`config.mk`:
```
export PLATFORM = sky130hd
export DESIGN_NAME = squared_euclidean_early_exit
export DESIGN_NICKNAME = d
export VERILOG_FILES = /design/src/hw/rtl/see_pkg.sv /design/src/hw/rtl/see_lane.sv /design/src/hw/rtl/see_merge.sv /design/src/hw/rtl/see_accum.sv /design/src/hw/rtl/squared_euclidean_early_exit.sv
export SDC_FILE = /design/constraint.sdc
export NUM_CORES = 2
export LEC_CHECK = 0
export BUFFER_PORTS_ARGS = -buffer_cell sky130_fd_sc_hd__buf_2
export CELL_PAD_IN_SITES_DETAIL_PLACEMENT = 0
export CELL_PAD_IN_SITES_GLOBAL_PLACEMENT = 1
export CORE_ASPECT_RATIO = 0.5
export CORE_MARGIN = 10
export CORE_UTILIZATION = 50
export DETAILED_ROUTE_END_ITERATION = 10
export HOLD_SLACK_MARGIN = 0.12
export PLACE_DENSITY = 0.82
export SETUP_SLACK_MARGIN = 0.15
export SYNTH_ARGS = -nofsm -noshare
export SYNTH_HDL_FRONTEND = slang
export SYNTH_SLANG_ARGS = --single-unit
```
`constraint.sdc`:
```
create_clock -name aclk -period 12.49 [get_ports aclk]
set_clock_uncertainty 0.2 [all_clocks]
set_input_delay 0.6245 -clock aclk [delete_from_list [all_inputs] [get_ports aclk]]
set_output_delay 0.6245 -clock aclk [all_outputs]
set_load 0.02 [all_outputs]
```
`src/hw/rtl/see_pkg.sv`:
```
// ----------------------------------------------------------------------------
// see_pkg
// Shared constants and types for the squared Euclidean distance block.
// ----------------------------------------------------------------------------
package see_pkg;

    localparam int MAX_DIMENSIONS = 1024;
    localparam int LANES          = 4;
    localparam int ELEMENT_BITS   = 16;

    localparam int ACC_W      = 48;
    localparam int LEN_W      = 11;
    localparam int CFG_IDX_W  = 2;
    localparam int CFG_DATA_W = 11;
    localparam int LANE_SHIFT = $clog2(LANES);
    localparam int GROUP_W    = $clog2(MAX_DIMENSIONS / LANES + 1);
    localparam int DIFF_W     = ELEMENT_BITS + 1;
    localparam int SQ_W       = 2 * ELEMENT_BITS;
    localparam int GSUM_W     = SQ_W + LANE_SHIFT;

    localparam logic [CFG_IDX_W-1:0] REG_VECTOR_LENGTH = CFG_IDX_W'(0);
    localparam logic [CFG_IDX_W-1:0] REG_HALT_ENABLE   = CFG_IDX_W'(1);

    localparam logic [LEN_W-1:0] VECTOR_LENGTH_RESET = LEN_W'(128);
    localparam logic [LEN_W-1:0] MAX_LEN             = LEN_W'(MAX_DIMENSIONS);

    typedef logic signed [ELEMENT_BITS-1:0] elem_t;
    typedef logic [SQ_W-1:0]                square_t;
    typedef logic [GSUM_W-1:0]              group_sum_t;
    typedef logic [ACC_W-1:0]               acc_t;

    typedef struct packed {
        logic valid;
        logic first;
        logic last;
        acc_t limit;
    } see_tag_t;

endpackage

```
`src/hw/rtl/see_lane.sv`:
```
// ----------------------------------------------------------------------------
// see_lane
// One lane: squared difference of an element pair, registered.
// ----------------------------------------------------------------------------
module see_lane (
    input  logic                aclk,
    input  logic                enable,
    input  see_pkg::elem_t      a,
    input  see_pkg::elem_t      b,
    output see_pkg::square_t    square
);
    import see_pkg::*;

    logic signed [DIFF_W-1:0] diff;
    logic [DIFF_W-1:0]        mag;
    logic [ELEMENT_BITS-1:0]  mag_trim;
    square_t                  square_reg;
    square_t                  square_next;

    always_comb begin
        diff        = DIFF_W'(a) - DIFF_W'(b);
        mag         = diff[DIFF_W-1] ? DIFF_W'(-diff) : DIFF_W'(diff);
        mag_trim    = mag[ELEMENT_BITS-1:0];
        square_next = SQ_W'(mag_trim) * SQ_W'(mag_trim);
    end

    always_ff @(posedge aclk) begin
        if (enable) begin
            square_reg <= square_next;
        end
    end

    assign square = square_reg;

endmodule

```
`src/hw/rtl/see_merge.sv`:
```
// ----------------------------------------------------------------------------
// see_merge
// Merge stage: adds the lane squares into one group sum, registered with
// the group's tag.
// ----------------------------------------------------------------------------
module see_merge (
    input  logic                  aclk,
    input  logic                  aresetn,
    input  logic                  enable,
    input  see_pkg::square_t      square [see_pkg::LANES],
    input  see_pkg::see_tag_t     tag_in,
    output see_pkg::group_sum_t   group_sum,
    output see_pkg::see_tag_t     tag_out
);
    import see_pkg::*;

    group_sum_t sum_reg;
    group_sum_t sum_next;
    see_tag_t   tag_reg;

    always_comb begin
        sum_next = '0;
        for (int i = 0; i < LANES; i++) begin
            sum_next = sum_next + GSUM_W'(square[i]);
        end
    end

    always_ff @(posedge aclk) begin
        if (!aresetn) begin
            tag_reg.valid <= 1'b0;
        end else if (enable) begin
            tag_reg <= tag_in;
        end
    end

    always_ff @(posedge aclk) begin
        if (enable) begin
            sum_reg <= sum_next;
        end
    end

    assign group_sum = sum_reg;
    assign tag_out   = tag_reg;

endmodule

```
`src/hw/rtl/see_accum.sv`:
```
// ----------------------------------------------------------------------------
// see_accum
// Accumulator with saturation, threshold compare and result register.
// ----------------------------------------------------------------------------
module see_accum (
    input  logic                  aclk,
    input  logic                  aresetn,
    input  logic                  enable,
    input  logic                  halt_enable,
    input  see_pkg::group_sum_t   group_sum,
    input  see_pkg::see_tag_t     tag,
    output logic                  m_valid,
    input  logic                  m_ready,
    output logic [see_pkg::ACC_W-1:0] m_distance,
    output logic                  m_exceeded
);
    import see_pkg::*;

    acc_t         acc_reg;
    acc_t         acc_next;
    acc_t         limit_reg;
    acc_t         limit_next;
    logic         abandoned_reg;
    logic         abandoned_next;
    logic         out_valid_reg;
    logic         out_valid_next;
    acc_t         out_distance_reg;
    logic         out_exceeded_reg;

    acc_t         acc_base;
    logic         abandoned_base;
    logic [ACC_W:0] sum_wide;
    acc_t         sum_sat;
    logic         load;

    always_comb begin
        acc_base       = tag.first ? '0 : acc_reg;
        abandoned_base = tag.first ? 1'b0 : abandoned_reg;
        limit_next     = tag.first ? tag.limit : limit_reg;
        sum_wide       = {1'b0, acc_base} + (ACC_W + 1)'(group_sum);
        sum_sat        = sum_wide[ACC_W] ? '1 : sum_wide[ACC_W-1:0];
        if (abandoned_base) begin
            acc_next       = acc_base;
            abandoned_next = 1'b1;
        end else begin
            acc_next       = sum_sat;
            abandoned_next = halt_enable && (sum_sat > limit_next);
        end
        load = enable && tag.valid && tag.last;
        if (load) begin
            out_valid_next = 1'b1;
        end else if (m_ready) begin
            out_valid_next = 1'b0;
        end else begin
            out_valid_next = out_valid_reg;
        end
    end

    always_ff @(posedge aclk) begin
        if (!aresetn) begin
            acc_reg       <= '0;
            limit_reg     <= '0;
            abandoned_reg <= 1'b0;
            out_valid_reg <= 1'b0;
        end else begin
            out_valid_reg <= out_valid_next;
            if (enable && tag.valid) begin
                acc_reg       <= acc_next;
                limit_reg     <= limit_next;
                abandoned_reg <= abandoned_next;
            end
        end
    end

    always_ff @(posedge aclk) begin
        if (load) begin
            out_distance_reg <= abandoned_next ? '1 : acc_next;
            out_exceeded_reg <= abandoned_next;
        end
    end

    assign m_valid    = out_valid_reg;
    assign m_distance = out_distance_reg;
    assign m_exceeded = out_exceeded_reg;

    a_exceeded_all_ones: assert property (@(posedge aclk) disable iff (!aresetn)
        out_valid_reg && out_exceeded_reg |-> (&out_distance_reg))
        else $error("exceeded result without all-ones distance");

    a_no_overwrite: assert property (@(posedge aclk) disable iff (!aresetn)
        out_valid_reg && !m_ready && tag.valid && tag.last |-> !enable)
        else $error("pending result overwritten");

    a_abandon_sticks: assert property (@(posedge aclk) disable iff (!aresetn)
        abandoned_reg && enable && tag.valid && !tag.first |=> abandoned_reg)
        else $error("abandon cleared within a vector");

    a_acc_monotonic: assert property (@(posedge aclk) disable iff (!aresetn)
        enable && tag.valid && !tag.first |=> acc_reg >= $past(acc_reg))
        else $error("accumulator decreased within a vector");

endmodule

```
`src/hw/rtl/squared_euclidean_early_exit.sv`:
```
// ----------------------------------------------------------------------------
// squared_euclidean_early_exit
// Squared Euclidean distance over streamed groups of four element pairs,
// with early abandon against a per-vector threshold.
//
//   channel  direction  ports                              transaction
//   s_       in         s_a_lane0..3, s_b_lane0..3, s_limit one group of pairs
//   m_       out        m_distance, m_exceeded              one vector result
//   cfg_     in         cfg_index, cfg_data                 one register write
//
// One group is accepted per cycle while s_ready is high; the lanes, merge
// adder and accumulator form a three-stage pipeline: a vector's last group
// passes the lane/tag and merge registers, then the result register sets
// m_valid. Synchronous active-low reset clears control state and restores
// vector_length 128, halt_enable 1. The pipeline holds only when a finished
// result waits and the next last group reaches the accumulator.
// ----------------------------------------------------------------------------
module squared_euclidean_early_exit (
    input  logic                              aclk,
    input  logic                              aresetn,
    input  logic                              s_valid,
    output logic                              s_ready,
    input  logic signed [see_pkg::ELEMENT_BITS-1:0] s_a_lane0,
    input  logic signed [see_pkg::ELEMENT_BITS-1:0] s_a_lane1,
    input  logic signed [see_pkg::ELEMENT_BITS-1:0] s_a_lane2,
    input  logic signed [see_pkg::ELEMENT_BITS-1:0] s_a_lane3,
    input  logic signed [see_pkg::ELEMENT_BITS-1:0] s_b_lane0,
    input  logic signed [see_pkg::ELEMENT_BITS-1:0] s_b_lane1,
    input  logic signed [see_pkg::ELEMENT_BITS-1:0] s_b_lane2,
    input  logic signed [see_pkg::ELEMENT_BITS-1:0] s_b_lane3,
    input  logic [see_pkg::ACC_W-1:0]         s_limit,
    output logic                              m_valid,
    input  logic                              m_ready,
    output logic [see_pkg::ACC_W-1:0]         m_distance,
    output logic                              m_exceeded,
    input  logic                              cfg_valid,
    output logic                              cfg_ready,
    input  logic [see_pkg::CFG_IDX_W-1:0]     cfg_index,
    input  logic [see_pkg::CFG_DATA_W-1:0]    cfg_data
);
    import see_pkg::*;

    logic [LEN_W-1:0]   vector_length_reg;
    logic               halt_enable_reg;
    logic [GROUP_W-1:0] count_reg;
    logic [GROUP_W-1:0] count_next;
    logic [GROUP_W-1:0] count_plus;
    logic [LEN_W-1:0]   len_clip;
    logic [GROUP_W-1:0] groups_raw;
    logic [GROUP_W-1:0] groups;
    logic               in_last;
    logic               accept;
    logic               enable;

    elem_t      a_lane [LANES];
    elem_t      b_lane [LANES];
    square_t    square [LANES];
    see_tag_t   tag0_reg;
    see_tag_t   tag0_next;
    see_tag_t   tag1;
    group_sum_t group_sum;

    assign a_lane[0] = s_a_lane0;
    assign a_lane[1] = s_a_lane1;
    assign a_lane[2] = s_a_lane2;
    assign a_lane[3] = s_a_lane3;
    assign b_lane[0] = s_b_lane0;
    assign b_lane[1] = s_b_lane1;
    assign b_lane[2] = s_b_lane2;
    assign b_lane[3] = s_b_lane3;

    assign cfg_ready = 1'b1;

    always_ff @(posedge aclk) begin
        if (!aresetn) begin
            vector_length_reg <= VECTOR_LENGTH_RESET;
            halt_enable_reg   <= 1'b1;
        end else if (cfg_valid && cfg_ready) begin
            case (cfg_index)
                REG_VECTOR_LENGTH: vector_length_reg <= cfg_data[LEN_W-1:0];
                REG_HALT_ENABLE:   halt_enable_reg   <= cfg_data[0];
                default:           ;
            endcase
        end
    end

    // hold the whole pipeline while a pending result would be overwritten
    assign enable  = !(tag1.valid && tag1.last && m_valid && !m_ready);
    assign s_ready = enable;
    assign accept  = s_valid && s_ready;

    always_comb begin
        len_clip   = (vector_length_reg > MAX_LEN) ? MAX_LEN : vector_length_reg;
        groups_raw = GROUP_W'(len_clip >> LANE_SHIFT);
        groups     = (groups_raw == '0) ? GROUP_W'(1) : groups_raw;
        count_plus = count_reg + GROUP_W'(1);
        in_last    = count_plus >= groups;
        count_next = in_last ? '0 : count_plus;
        tag0_next.valid = accept;
        tag0_next.first = (count_reg == '0);
        tag0_next.last  = in_last;
        tag0_next.limit = s_limit;
    end

    always_ff @(posedge aclk) begin
        if (!aresetn) begin
            count_reg      <= '0;
            tag0_reg.valid <= 1'b0;
        end else if (enable) begin
            tag0_reg <= tag0_next;
            if (accept) begin
                count_reg <= count_next;
            end
        end
    end

    for (genvar g = 0; g < LANES; g++) begin : g_lane
        see_lane u_lane (
            .aclk   (aclk),
            .enable (enable),
            .a      (a_lane[g]),
            .b      (b_lane[g]),
            .square (square[g])
        );
    end

    see_merge u_merge (
        .aclk      (aclk),
        .aresetn   (aresetn),
        .enable    (enable),
        .square    (square),
        .tag_in    (tag0_reg),
        .group_sum (group_sum),
        .tag_out   (tag1)
    );

    see_accum u_accum (
        .aclk        (aclk),
        .aresetn     (aresetn),
        .enable      (enable),
        .halt_enable (halt_enable_reg),
        .group_sum   (group_sum),
        .tag         (tag1),
        .m_valid     (m_valid),
        .m_ready     (m_ready),
        .m_distance  (m_distance),
        .m_exceeded  (m_exceeded)
    );

endmodule
```
==> run_results.csv <==
group,metric,value,unit
run_status,status,"finished, final reports clean",
drt,drc,0,
die,die_height,254.3,um
timing,slew_headroom,10.03,%
die,die_x,488.6,um
clock_tree,post_cts_buffers,0,
worst_hold_path,holdCritPathClass,"in2reg",
final_layout,area_delta_synth_final,9.376,%
critical_path,critPathTopFamily,"compound AO/OA/AOI/OAI gates",
clock_tree,ctsResizeCount,0,
final_layout,layout.cells.most_common,"inv_1",
critical_path,cp-end-kind,"register",
place,place.gp.congestion,0.9174,
die,rows,85,
global_routing,grt_pass1_wl,218.3,mm
final_layout,layout.nets,7728,
drt,first_pass_iters,5,
synthesis,synth-main-ff-cell,"edfxtp_1",
global_routing,grt_pass1_vias,42800,
global_routing,overflow,0,
timing,final.min_clock_period,10.71,ns
drt,vias_per_cell,5.362,
synthesis,avgSynthCellArea,9.231,sq um
die,ioPinCount,246,
critical_path,crit_arrival,10.82,ns
clock_tree,cts-root-buf,"clkbuf_16",
drt,antenna_left,0,
place,dp_cells,7565,
synthesis,yosysWarnings,0,
die,die_area,124200,sq um
final_layout,largest_register_ffs,124,
timing,rsz0062_at_grt,"false",
synthesis,yosysSeqAreaShare,21.14,%
synthesis,synth_cells,5946,
synthesis,ys_types,102,
synthesis,syn-cell-area,54890,sq um
clock_tree,path_clk_slew,0.06,ns
timing,slew_viol_final,0,
clock_tree,tritoncts,"yes",
critical_path,crit_type,"in2reg",
global_routing,antenna_found_initial,1,
synthesis,synth.ff_latch_count,426,
critical_path,critPathMaxStageDelay,0.64,ns
synthesis,ys_async_sr_fraction,0,%
final_layout,design_area,60030,sq um
critical_path,start_kind,"primary input",
final_layout,layout_common_cells,"inv_1, fa_1, ha_1, nor2_1, nand2_1",
critical_path,worstPathRequired,12.60,ns
final_layout,fillers,9770,
timing,tightestPinTransition,1.341,ns
timing,tns,0,ns
clock_tree,worstSkewPairLatency,0.59,ns
clock_tree,clockBufferDepth,3,
drt,detail_route.wl_per_cell,17.36,um
synthesis,synth-edff-count,307,
global_routing,grt.total_usage,21.44,%
drt,drt_wl_total,133.7,mm
global_routing,grt_max_degree,97,
final_layout,fin_cells,7703,
timing,hold_violations,0,
critical_path,path_max_fanout,11,
critical_path,slowest_stage,"xor2_1",
place,placed_area,57990,sq um
clock_tree,cts_hold_buf,58,
run,drv_cap,0,
timing,finalSetupViolations,0,
timing,fmax,93.41,MHz
drt,routed-via-count,41310,
clock_tree,cts.sinks,426,
clock_tree,htree_levels,2,
drt,dr.first_iter.drc_count,2285,
critical_path,path_buf_inv,5,
die,core_area,108300,sq um
clock_tree,numCtsBuffers,43,
die,start_util,50.69,%
critical_path,worst_path_most_repeated_cell,"fa_1",
place,portBuffers,243,
timing,final.period_utilization,85.71,%
final_layout,drive_gt1_share,7.372,%
place,place_hpwl,108.8,mm
==> Yosys cell counts (all sizes together) (29+ instances only) <==
cell / n / area share (%)
a211oi: 88 / 1.2
or3: 31 / 0.35
nand2: 436 / 3.0
a21o: 159 / 2.2
nand2b: 71 / 0.81
ha: 614 / 14
xor2: 125 / 2.0
xnor2: 193 / 3.1
fa: 687 / 25
nor2: 563 / 3.9
dfxtp: 119 / 4.3
o21ai: 159 / 1.4
clkbuf: 116 / 0.79
and3: 30 / 0.34
nor3: 62 / 0.57
nor2b: 79 / 0.91
or2: 30 / 0.34
nand3: 68 / 0.63
a31oi: 35 / 0.40
a21oi: 250 / 2.3
edfxtp: 307 / 17
mux2i: 63 / 1.1
inv: 1234 / 8.4
o21bai: 34 / 0.47
and2: 29 / 0.33
o21a: 55 / 0.75
==> per-layer routing <==
layer | wire length (um) | GRT usage, % | vias up | part of all wire, %
met3 | 8715 | 3.932 | 165 | 6.5
li1 | - | - | 19860 | -
met1 | 59970 | 29.18 | 20350 | 45
met4 | 2397 | 4.114 | 0 | 1.8
met2 | 62640 | 35.97 | 934 | 47
met5 | 0 | 0 | - | 0
==> stage by stage <==
stage                     hold slack [ns]  setup slack, ns  util [%]
after floorplan                    0.2003            2.644         -
after global placement             0.2045            1.312     53.56
after detailed placement           0.2045            1.169     53.56
after CTS                          0.1750            1.736     55.45
after global routing               0.2255            1.129     55.45
final                              0.2031            1.784     55.45
==> cells by family after synthesis <==
kind of cell,Yosys count,share of synthesized area (%)
muxes,66,1.210
xor gates and xnor gates,321,5.241
AOI/OAI and AO/OA,959,11.58
buffers and inverters,1388,9.511
other,2,0.01368
adders and majority gates,1301,39.06
DFF,426,21.14
and+or+nand+nor,1483,12.26
==> tightest hold or removal path: cells and delay by family <==
kind | cells | cell delay (ns)
simple gates | 1 | 0.12
buf+inv | 1 | 0.11
compound gates | 1 | 0.07
==> area by class of cell <==
class / count / area, sq um / area share, %
antenna: 1 / 2.502 / 0.004168
clock buffer: 52 / 1140 / 1.899
clock inverter: 27 / 320.3 / 0.5336
inverter: 1257 / 4725 / 7.870
multi-input combinational: 4133 / 38120 / 63.50
sequential: 426 / 11600 / 19.33
tap: 1435 / 1795 / 2.991
timing repair buffer: 372 / 2330 / 3.881
==> final timing paths <==
check,slack [ns],startpoint,to,cells past startpoint
max,1.78,s_a_lane3[2],g_lane[3].u_lane.square[31],34
min,0.20,m_ready,u_accum.m_valid,3
max reg2reg,4.44,u_merge.tag_out[49],u_accum.m_distance[43],25
min reg2reg,0.22,tag0_reg[26],u_merge.tag_out[26],0
Power is left out: the tool's default activity adds up to more than one toggle a clock period on the data nets, which glitch-free logic cannot reach.
